[src/design/abp_pkg.sv]
// abp_pkg: shared types and constants for the argb alpha blend pixel block
// beat structs for both channels, register index codes, config bundle
`default_nettype none

package abp_pkg;

  localparam int unsigned PixW   = 32;
  localparam int unsigned ChanW  = 8;
  localparam int unsigned NumCol = 3;
  localparam int unsigned AddrW  = 3;
  localparam int unsigned DataW  = 32;

  localparam logic [ChanW-1:0]  Full      = 8'd255;
  localparam logic [15:0]       Half      = 16'd128;
  localparam logic [PixW-1:0]   AlphaMask = 32'hff00_0000;
  localparam logic [ChanW-1:0]  GaReset   = 8'd255;

  typedef enum logic {
    RegBlendMode   = 1'b0,
    RegGlobalAlpha = 1'b1
  } reg_idx_e;

  typedef enum logic {
    ModeCopy  = 1'b0,
    ModeBlend = 1'b1
  } blend_mode_e;

  typedef struct packed {
    logic [PixW-1:0] src_pixel;
    logic [PixW-1:0] dst_pixel;
    logic            row_end;
  } in_beat_t;

  typedef struct packed {
    logic [PixW-1:0] out_pixel;
    logic            write_enable;
    logic            row_end_out;
  } out_beat_t;

  typedef struct packed {
    blend_mode_e      blend_mode;
    logic [ChanW-1:0] layer_alpha;
  } cfg_t;

  // second half of the rounded divide by 255: (t + (t >> 8)) >> 8
  function automatic logic [ChanW:0] mul8_fin(input logic [15:0] t);
    logic [16:0] s;
    s = {1'b0, t} + {9'd0, t[15:8]};
    return s[16:8];
  endfunction

endpackage

`default_nettype wire

[src/design/abp_regs.sv]
// abp_regs: apb-style configuration registers (blend mode, global alpha)
// depends on abp_pkg
`default_nettype none

module abp_regs import abp_pkg::*; (
  input  wire logic             clk_i,
  input  wire logic             rst_ni,
  input  wire logic             psel,
  input  wire logic             penable,
  input  wire logic             pwrite,
  input  wire logic [AddrW-1:0] paddr,
  input  wire logic [DataW-1:0] pwdata,
  output logic      [DataW-1:0] prdata,
  output logic                  pready,
  output cfg_t                  cfg_o
);

  cfg_t     cfg_q, cfg_d;
  reg_idx_e idx;
  logic     wr_en;

  assign idx    = reg_idx_e'(paddr[2]);
  assign wr_en  = psel & penable & pwrite & pready;
  assign pready = 1'b1;

  always_comb begin
    cfg_d = cfg_q;
    if (wr_en) begin
      case (idx)
        RegBlendMode:   cfg_d.blend_mode  = blend_mode_e'(pwdata[0]);
        RegGlobalAlpha: cfg_d.layer_alpha = pwdata[ChanW-1:0];
        default:        cfg_d = cfg_q;
      endcase
    end
  end

  always_comb begin
    case (idx)
      RegBlendMode:   prdata = {{(DataW-1){1'b0}}, cfg_q.blend_mode};
      RegGlobalAlpha: prdata = {{(DataW-ChanW){1'b0}}, cfg_q.layer_alpha};
      default:        prdata = '0;
    endcase
  end

  always_ff @(posedge clk_i or negedge rst_ni) begin
    if (!rst_ni) begin
      cfg_q.blend_mode  <= ModeCopy;
      cfg_q.layer_alpha <= GaReset;
    end else begin
      cfg_q <= cfg_d;
    end
  end

  assign cfg_o = cfg_q;

endmodule

`default_nettype wire

[src/design/abp_pipe.sv]
// abp_pipe: four-stage blend datapath with per-stage valid and bubble collapse
// depends on abp_pkg
`default_nettype none

module abp_pipe import abp_pkg::*; (
  input  wire logic      clk_i,
  input  wire logic      rst_ni,
  input  wire cfg_t      cfg_i,
  input  wire logic      in_valid_i,
  output logic           in_ready_o,
  input  wire in_beat_t  in_data_i,
  output logic           out_valid_o,
  input  wire logic      out_ready_i,
  output out_beat_t      out_data_o
);

  // stage valids and readies
  logic v1_q, v2_q, v3_q, v4_q;
  logic r1, r2, r3, r4;

  assign r4 = !v4_q | out_ready_i;
  assign r3 = !v3_q | r4;
  assign r2 = !v2_q | r3;
  assign r1 = !v1_q | r2;
  assign in_ready_o = r1;

  // stage 1: alpha product
  in_beat_t    b1_q;
  logic [15:0] ta1_q;
  // stage 2: effective alpha
  in_beat_t         b2_q;
  logic [ChanW-1:0] ea2_q;
  // stage 3: channel products
  in_beat_t         b3_q;
  logic [ChanW-1:0] ea3_q;
  logic [15:0]      ps3_q [NumCol];
  logic [15:0]      pd3_q [NumCol];
  logic [15:0]      ps3_d [NumCol];
  logic [15:0]      pd3_d [NumCol];
  // stage 4: output
  out_beat_t out4_q, out4_d;

  logic [ChanW:0]   ea_full;
  logic [ChanW-1:0] ea_inv;

  assign ea_full = mul8_fin(ta1_q);
  assign ea_inv  = Full - ea2_q;

  always_comb begin
    for (int c = 0; c < NumCol; c++) begin
      ps3_d[c] = {8'd0, b2_q.src_pixel[c*ChanW +: ChanW]} * {8'd0, ea2_q} + Half;
      pd3_d[c] = {8'd0, b2_q.dst_pixel[c*ChanW +: ChanW]} * {8'd0, ea_inv} + Half;
    end
  end

  always_comb begin
    logic [ChanW:0]   sum;
    logic [PixW-1:0]  mix;
    mix = AlphaMask;
    for (int c = 0; c < NumCol; c++) begin
      sum = mul8_fin(ps3_q[c]) + mul8_fin(pd3_q[c]);
      mix[c*ChanW +: ChanW] = sum[ChanW] ? Full : sum[ChanW-1:0];
    end
    out4_d.row_end_out = b3_q.row_end;
    if (cfg_i.blend_mode == ModeCopy) begin
      out4_d.out_pixel    = b3_q.src_pixel | AlphaMask;
      out4_d.write_enable = 1'b1;
    end else if (cfg_i.layer_alpha == '0 || ea3_q == '0) begin
      out4_d.out_pixel    = b3_q.dst_pixel;
      out4_d.write_enable = 1'b0;
    end else if (ea3_q == Full) begin
      out4_d.out_pixel    = b3_q.src_pixel | AlphaMask;
      out4_d.write_enable = 1'b1;
    end else begin
      out4_d.out_pixel    = mix;
      out4_d.write_enable = 1'b1;
    end
  end

  always_ff @(posedge clk_i or negedge rst_ni) begin
    if (!rst_ni) begin
      v1_q <= 1'b0;
      v2_q <= 1'b0;
      v3_q <= 1'b0;
      v4_q <= 1'b0;
    end else begin
      if (r1) v1_q <= in_valid_i;
      if (r2) v2_q <= v1_q;
      if (r3) v3_q <= v2_q;
      if (r4) v4_q <= v3_q;
    end
  end

  always_ff @(posedge clk_i) begin
    if (r1 && in_valid_i) begin
      b1_q  <= in_data_i;
      ta1_q <= {8'd0, in_data_i.src_pixel[PixW-1 -: ChanW]} * {8'd0, cfg_i.layer_alpha}
               + Half;
    end
    if (r2 && v1_q) begin
      b2_q  <= b1_q;
      ea2_q <= ea_full[ChanW-1:0];
    end
    if (r3 && v2_q) begin
      b3_q  <= b2_q;
      ea3_q <= ea2_q;
      ps3_q <= ps3_d;
      pd3_q <= pd3_d;
    end
    if (r4 && v3_q) begin
      out4_q <= out4_d;
    end
  end

  assign out_valid_o = v4_q;
  assign out_data_o  = out4_q;

endmodule

`default_nettype wire

[src/design/argb_alpha_blend_pixel.sv]
// argb_alpha_blend_pixel: source-over blend of one argb pixel per beat
// throughput one beat per cycle while out_ready_i does not hold the output stage
// four register stages: alpha product, effective alpha, channel products, output
// rst_ni clears stage valids and sets blend_mode 0, layer alpha 255
// depends on abp_pkg, abp_regs, abp_pipe
`default_nettype none

module argb_alpha_blend_pixel import abp_pkg::*; (
  input  wire logic             clk_i,
  input  wire logic             rst_ni,
  input  wire logic             psel,
  input  wire logic             penable,
  input  wire logic             pwrite,
  input  wire logic [AddrW-1:0] paddr,
  input  wire logic [DataW-1:0] pwdata,
  output logic      [DataW-1:0] prdata,
  output logic                  pready,
  input  wire logic             in_valid_i,
  output logic                  in_ready_o,
  input  wire in_beat_t         in_data_i,
  output logic                  out_valid_o,
  input  wire logic             out_ready_i,
  output out_beat_t             out_data_o
);

  cfg_t cfg;

  abp_regs u_regs (
    .clk_i   (clk_i),
    .rst_ni  (rst_ni),
    .psel    (psel),
    .penable (penable),
    .pwrite  (pwrite),
    .paddr   (paddr),
    .pwdata  (pwdata),
    .prdata  (prdata),
    .pready  (pready),
    .cfg_o   (cfg)
  );

  abp_pipe u_pipe (
    .clk_i       (clk_i),
    .rst_ni      (rst_ni),
    .cfg_i       (cfg),
    .in_valid_i  (in_valid_i),
    .in_ready_o  (in_ready_o),
    .in_data_i   (in_data_i),
    .out_valid_o (out_valid_o),
    .out_ready_i (out_ready_i),
    .out_data_o  (out_data_o)
  );

endmodule

`default_nettype wire

[config.mk]
export PLATFORM = sky130hd
export DESIGN_NAME = argb_alpha_blend_pixel
export DESIGN_NICKNAME = d
export VERILOG_FILES = /design/src/design/abp_pkg.sv /design/src/design/abp_regs.sv /design/src/design/abp_pipe.sv /design/src/design/argb_alpha_blend_pixel.sv
export SDC_FILE = /design/constraint.sdc
export NUM_CORES = 1
export LEC_CHECK = 0
export BUFFER_PORTS_ARGS = -buffer_cell sky130_fd_sc_hd__clkbuf_2
export CORE_UTILIZATION = 68
export DETAILED_ROUTE_END_ITERATION = 16
export PLACE_DENSITY = 0.84
export SYNTH_ARGS = -nofsm -noshare
export SYNTH_HDL_FRONTEND = slang
export SYNTH_SLANG_ARGS = --single-unit
export TNS_END_PERCENT = 10
[constraint.sdc]
create_clock -name clk_i -period 8.6 [get_ports clk_i]
set_input_delay 0.43 -clock clk_i [delete_from_list [all_inputs] [get_ports clk_i]]
set_output_delay 0.43 -clock clk_i [all_outputs]
set_load 0.01 [all_outputs]
---- Yosys cells after proc, flatten, opt, wreduce, memory -nomap -nowiden ----
Cells that the tools add are included.
word-level totals
  flip-flop bits (word level) ............. 346
  output and inout bits ................... 69
  input port bits ......................... 107
  logic and storage cells ................. 81
cells by class
  bitwise operators ....................... 7
  $mul .................................... 7
  equal/unequal tests ..................... 1
  reductions and logical operators ........ 13
  multiplexer cells ....................... 7
  add/subtract/negate cells ............... 18
operators by type and width
  cell                                                              number
  16-bit by 8-bit adder with 16-bit output (second input constant)  7
  8-bit by 8-bit multiplier with 16-bit output                      7
  16-bit by 8-bit adder with 17-bit output                          6
  32-bit one-hot mux with 2 select lines                            1
  25-bit 2-to-1 mux                                                 2
  33-bit 2-to-1 mux                                                 1
  9-bit adder                                                       3
  8-bit 2-to-1 mux                                                  3
  16-bit by 8-bit adder with 16-bit output                          1
  8-bit logical NOT                                                 2
  8-bit equality test (second input constant)                       1
  8-bit subtractor (first input constant)                           1
  1-bit logical AND                                                 4
  1-bit logical NOT                                                 4
  1-bit bitwise OR                                                  4
  2-bit AND reduction                                               2
  1-bit bitwise AND                                                 2
  1-bit logical OR                                                  1
  1-bit inverter                                                    1

---- Longest topological paths before layout ----
  word-level depth ........................ 6
  mapped depth ............................ 20
  depth with buffers taken out ............ 18

---- Cells and area by module ----
Synthesis repeated with hierarchy kept, for this count alone.
second synthesis, totals
  cells, all modules ...................... 2635
  area, all modules ....................... 29401.9 µm²
by module, submodules not included
  module    cells an instance  area an instance (µm²)  seq. area each (µm²)  times used
  abp_pipe  2579               28765.1                 10099.7               1
  abp_regs  56                 636.9                   235.2                 1

---- Worst setup path before layout ----
Ideal clock, no wire load.
  kind .................................... reg2reg
  start point ............................. register u_pipe.v4_q, in the netlist u_pipe.out_valid_o
  end point ............................... register u_pipe.b3_q[0] (netlist name) (enable)
  path buffers ............................ 0
  path slack .............................. 3739 ps
  arrival time ............................ 4322 ps
  period minus slack after synthesis ...... 4861 ps
  required time ........................... 8061 ps
  stages on the path, launching flop included .. 4
  cell sequence ........................... dfrtp_1 -> nor2b_1 -> nand2_1 -> and2_1
between the ends
  word-level cells in the longest chain between the ends .. 4
ends and longest elaborated chain
  item                      RTL line         RTL
  start: declaration        abp_pipe.sv:18   logic v1_q, v2_q, v3_q, v4_q;
  start signal: assignment  abp_pipe.sv:90   if (r4) v4_q <= v3_q;
  1-bit logical NOT         abp_pipe.sv:21   assign r4 = !v4_q | out_ready_i;
  1-bit bitwise OR          abp_pipe.sv:21
  1-bit bitwise OR          abp_pipe.sv:22   assign r3 = !v3_q | r4;
  1-bit logical AND         abp_pipe.sv:104  if (r3 && v2_q) begin
  end signal: assignment    abp_pipe.sv:105  b3_q <= b2_q;
  end: declaration          abp_pipe.sv:34   in_beat_t b3_q;
No other way between the ends.
A chain may end at the register's enable or synchronous reset.

==> out/results.txt <==
The run finished with clean final reports. The maximum number of pins on one net before global-route repair was 81; the width of the chip was 209 um. The wire length after detailed routing was 61000 um. In this run the register-to-register setup slack is 2.97 ns.

The total of max-cap violations is 0. The first global-routing pass estimated 100000 um of wire. The total count of max-transition violations in the final report was 0. In the final routed layout, each cell accounts on average for 18.4 um. The tools report the area enclosed by the die boundary as 43700 um^2. The kind of cell with the highest combined delay on the critical path was adder cells. The area of the core region was 42100 um^2; the depth of the most critical reg-to-reg path was 17.

The startpoint of the tightest hold check path was in_data_i[31]. The tree is rooted in a clkbuf_16. Total count of hold-check failures in the final report: 0. The proportion of layout cells with a drive suffix above 1 was 0.0867; the count of yosys warnings during synthesis was 0. After detailed routing, the number of vias per cell comes to 5.76. The logs give 0.0230 ns for the clock skew after layout and 2623 for the cell count after synthesis. In this run, post-CTS repair resized a total of 0 instances. The count of flip-flops with a built-in enable after synthesis is 333, and the slew of the pin with the lowest slew margin is 1.28 ns.

The detailed-routing iteration count for the pre-antenna-repair pass came out at 5. In this run, the number of DRC markers left after iteration 0 of detailed routing was 963. Counting the buffers created by CTS gives 38.

The depth of the worst hold-timing path came out at 1. The effective utilization at floorplan is 0.692, and the number of clock sinks is 346. TritonCTS built the clock tree. The half-perimeter wire length after placement came out at 45900 um.

The path category of the worst min-delay check was in2reg. In this design, the stage delay of the slowest critical-path cell is 1.05 ns. The area share of the leading cell type in the synthesized netlist is 0.343, and the number of rows created at floorplan is 75. STA classifies the critical path endpoint as a register. The later pin in the worst-skew pair is clocked with a latency of 0.57 ns. The worst-case clock buffer depth was 3.

In this run the worst path has a maximum fanout of 25. The commonest cells after synthesis are inv_1, ha_1, edfxtp_1, fa_1, and2_1. End point of the most critical hold path: u_pipe.b1_q[31]$_DFFE_PP_. Number of diodes added for antenna fixing: 0. Initial antenna violation count: 1. The clock tree synthesis step divided the H-tree into 2 levels. The setup-violating endpoint count in the final report is 0, and the sum of negative setup slack is 0 ns. After synthesis, the cell types taking the most area are edfxtp_1, fa_1, ha_1. The synthesized netlist occupies a cell area of 29200 um^2.

The area growth from synthesis to layout is 8.01%. The worst register-to-register path begins at u_pipe.ea2_q[0]$_DFFE_PP_. Global-route usage over all layers: 0.292. The number of buffers and inverters on the critical path is 4.

The final period utilization came out at 0.655. The endpoint identified for the worst register-to-register timing path is u_pipe.ps3_q[30]$_DFFE_PP_. Among all stages on the critical path, the largest delay is contributed by edfxtp_1.

Fraction of the yosys area taken by sequential cells: 0.354. The tools report the required time reported for the critical path endpoint as 8.89 ns. The run gives 0 as the total congestion overflow. The number of setup buffers added after CTS is 0. The count of nets left with antenna violations once routing finished came out at 0. The number of top-level pins is 176. The share of synthesized registers carrying an async set or reset came out at 0.0376. Counting I/O delays and the setup requirement, the final critical path takes 5.63 ns. The count of input and output buffers works out to 124.

The final route contains 19000 vias. The critical path is of the reg2reg type. The cell that appears most often on the critical path is fa_1.

The data arrival time of the worst path came out at 5.93 ns. The prevailing post-synth register cell is edfxtp_1. Cell type with the largest total area after synthesis: edfxtp_1.

After clock tree synthesis, the clock-pin slew on the worst setup and hold paths is 0.06 ns. Synthesis inferred 346 register bits. The max-slew headroom at the worst pin is 0.149, and the highest clock frequency the design can meet is 178 MHz. Traced cell by cell, the critical path runs through buf_4 > nand2_1 > fa_1 > fa_1 > inv_1 > fa_1 > inv_1 > fa_1 > inv_1 > ha_1 > o21ai_0 > a21boi_0 > o21ai_0 > a21oi_1 > o21ai_0 > nand3_1 > o311ai_0. Setup repair after global routing left no endpoint under its margin. STA classifies the critical path startpoint as a register. The average cell area after synthesis came out at 11.1 um^2.

After the last flow step, the layout net total stands at 3456. The congestion estimate from routability-driven global placement came to 0.866. The run gives 0 as the number of design rule violations left after detail routing. The number of global-route vias before repair was 20700.

Among all cell types in the netlist, the one instantiated most often is inv_1. After synthesis, the netlist uses 65 different library cells. From bottom edge to top edge, the die measures 209 um.
-- kinds of logic after synthesis --
logic type      after synthesis  synth area share
simple gates                761             0.144
xor+xnor                    136            0.0418
mux                          11           0.00412
buf+inv                     494            0.0668
compound gates              265            0.0602
flops                       346             0.354
fa+ha+maj                   608             0.328
other cells                   2          0.000258
-- what timing repair did --
action | 4_1_cts | 5_1_grt
hold buffers | 1 | 0
endpoints found under the hold margin | 5 | 0
endpoints found under the setup margin | 0 | 0
-- routing by layer --
| metal | GRT usage | up-vias | part of all wire |
|---|---|---|---|
| met4 | 0.115 | 0 | 0.033 |
| li1 | - | 8857 | - |
| met1 | 0.337 | 9445 | 0.39 |
| met5 | 0 | - | 0 |
| met3 | 0.0415 | 149 | 0.054 |
| met2 | 0.544 | 593 | 0.53 |
-- flip-flops by register name (all words and copies together) (netlist names) --
signal	cells
u_pipe.ta1_q	16
u_pipe.v1_q	1
u_regs.cfg_o	9
u_pipe.b3_q	57
u_pipe.v2_q	1
u_pipe.b1_q	57
u_pipe.ea3_q	8
u_pipe.ps3_q	48
u_pipe.b2_q	57
u_pipe.pd3_q	48
u_pipe.out_valid_o	1
u_pipe.out_data_o	34
u_pipe.ea2_q	8
u_pipe.v3_q	1
-- cell type report --
cell class                 instances  area, um^2
multi-input combinational       1806       17000
tap                              539         674
sequential                       346       10300
clock inverter                    11         143
inverter                         408        1530
timing repair buffer             141         751
clock buffer                      57        1080
fill                            2721       10600
-- worst register-to-register path: stages (launching register included) --
cell	delay [ns]
edfxtp_1	1.05
buf_4	0.47
nand2_1	0.17
fa_1	0.52
fa_1	0.52
inv_1	0.06
fa_1	0.53
inv_1	0.05
fa_1	0.47
inv_1	0.04
ha_1	0.30
o21ai_0	0.12
a21boi_0	0.29
o21ai_0	0.18
a21oi_1	0.22
o21ai_0	0.16
nand3_1	0.11
o311ai_0	0.12
-- cell usage in the layout (no fill, tap or decap), drive strengths merged, types with 5 or more instances in the layout --
master  instances
inv           409
ha            346
edfxtp        333
fa            262
and2          207
clkbuf        181
nor2b         178
nand2         142
xnor2         100
a21oi          73
nor2           64
o21ai          49
nand2b         46
nand3          35
xor2           35
a21o           27
conb           25
nor3           25
o22ai          18
and3           18
a31oi          17
o21a           16
buf            16
or2            15
nand4          12
o21bai         10
mux2            8
dfstp           8
a21boi          7
a211oi          7
clkinv          7
o211ai          6
or3             6
a221oi          6
a41oi           5
nor4            5
dfrtp           5
-- through the flow --
stage               hold WS [ns]  worst slack [ns]  std cells  utilization  area, um^2
floorplan                  0.134              3.74       2646            -       29200
global placement           0.324              3.17       3239        0.718       30300
detailed placement         0.337              3.07       3239        0.718       30300
CTS                       0.0116              3.06       3308        0.747       31500
global route              0.0236              2.60       3308        0.747       31500
finish                    0.0381              2.97       3308        0.747       31500
-- how the worst max path moves through the flow --
stage | startpoint | endpoint | slack (ns) | depth (start not counted)
detailed placement | u_pipe.ea2_q[0]$_DFFE_PP_ | u_pipe.ps3_q[30]$_DFFE_PP_ | 3.07 | 17
floorplan | u_pipe.out_valid_o$_DFFE_PN0P_ | u_pipe.b3_q[0]$_DFFE_PP_ | 3.74 | 3
CTS | u_pipe.ea2_q[0]$_DFFE_PP_ | u_pipe.ps3_q[30]$_DFFE_PP_ | 3.06 | 16
global placement | u_pipe.ea2_q[0]$_DFFE_PP_ | u_pipe.ps3_q[14]$_DFFE_PP_ | 3.17 | 17
finish | u_pipe.ea2_q[0]$_DFFE_PP_ | u_pipe.ps3_q[30]$_DFFE_PP_ | 2.97 | 17
global route | u_pipe.ea2_q[0]$_DFFE_PP_ | u_pipe.ps3_q[46]$_DFFE_PP_ | 2.60 | 17
Power is not shown: default switching activity piles up to over one toggle a cycle in this logic, so the estimate is an artifact.
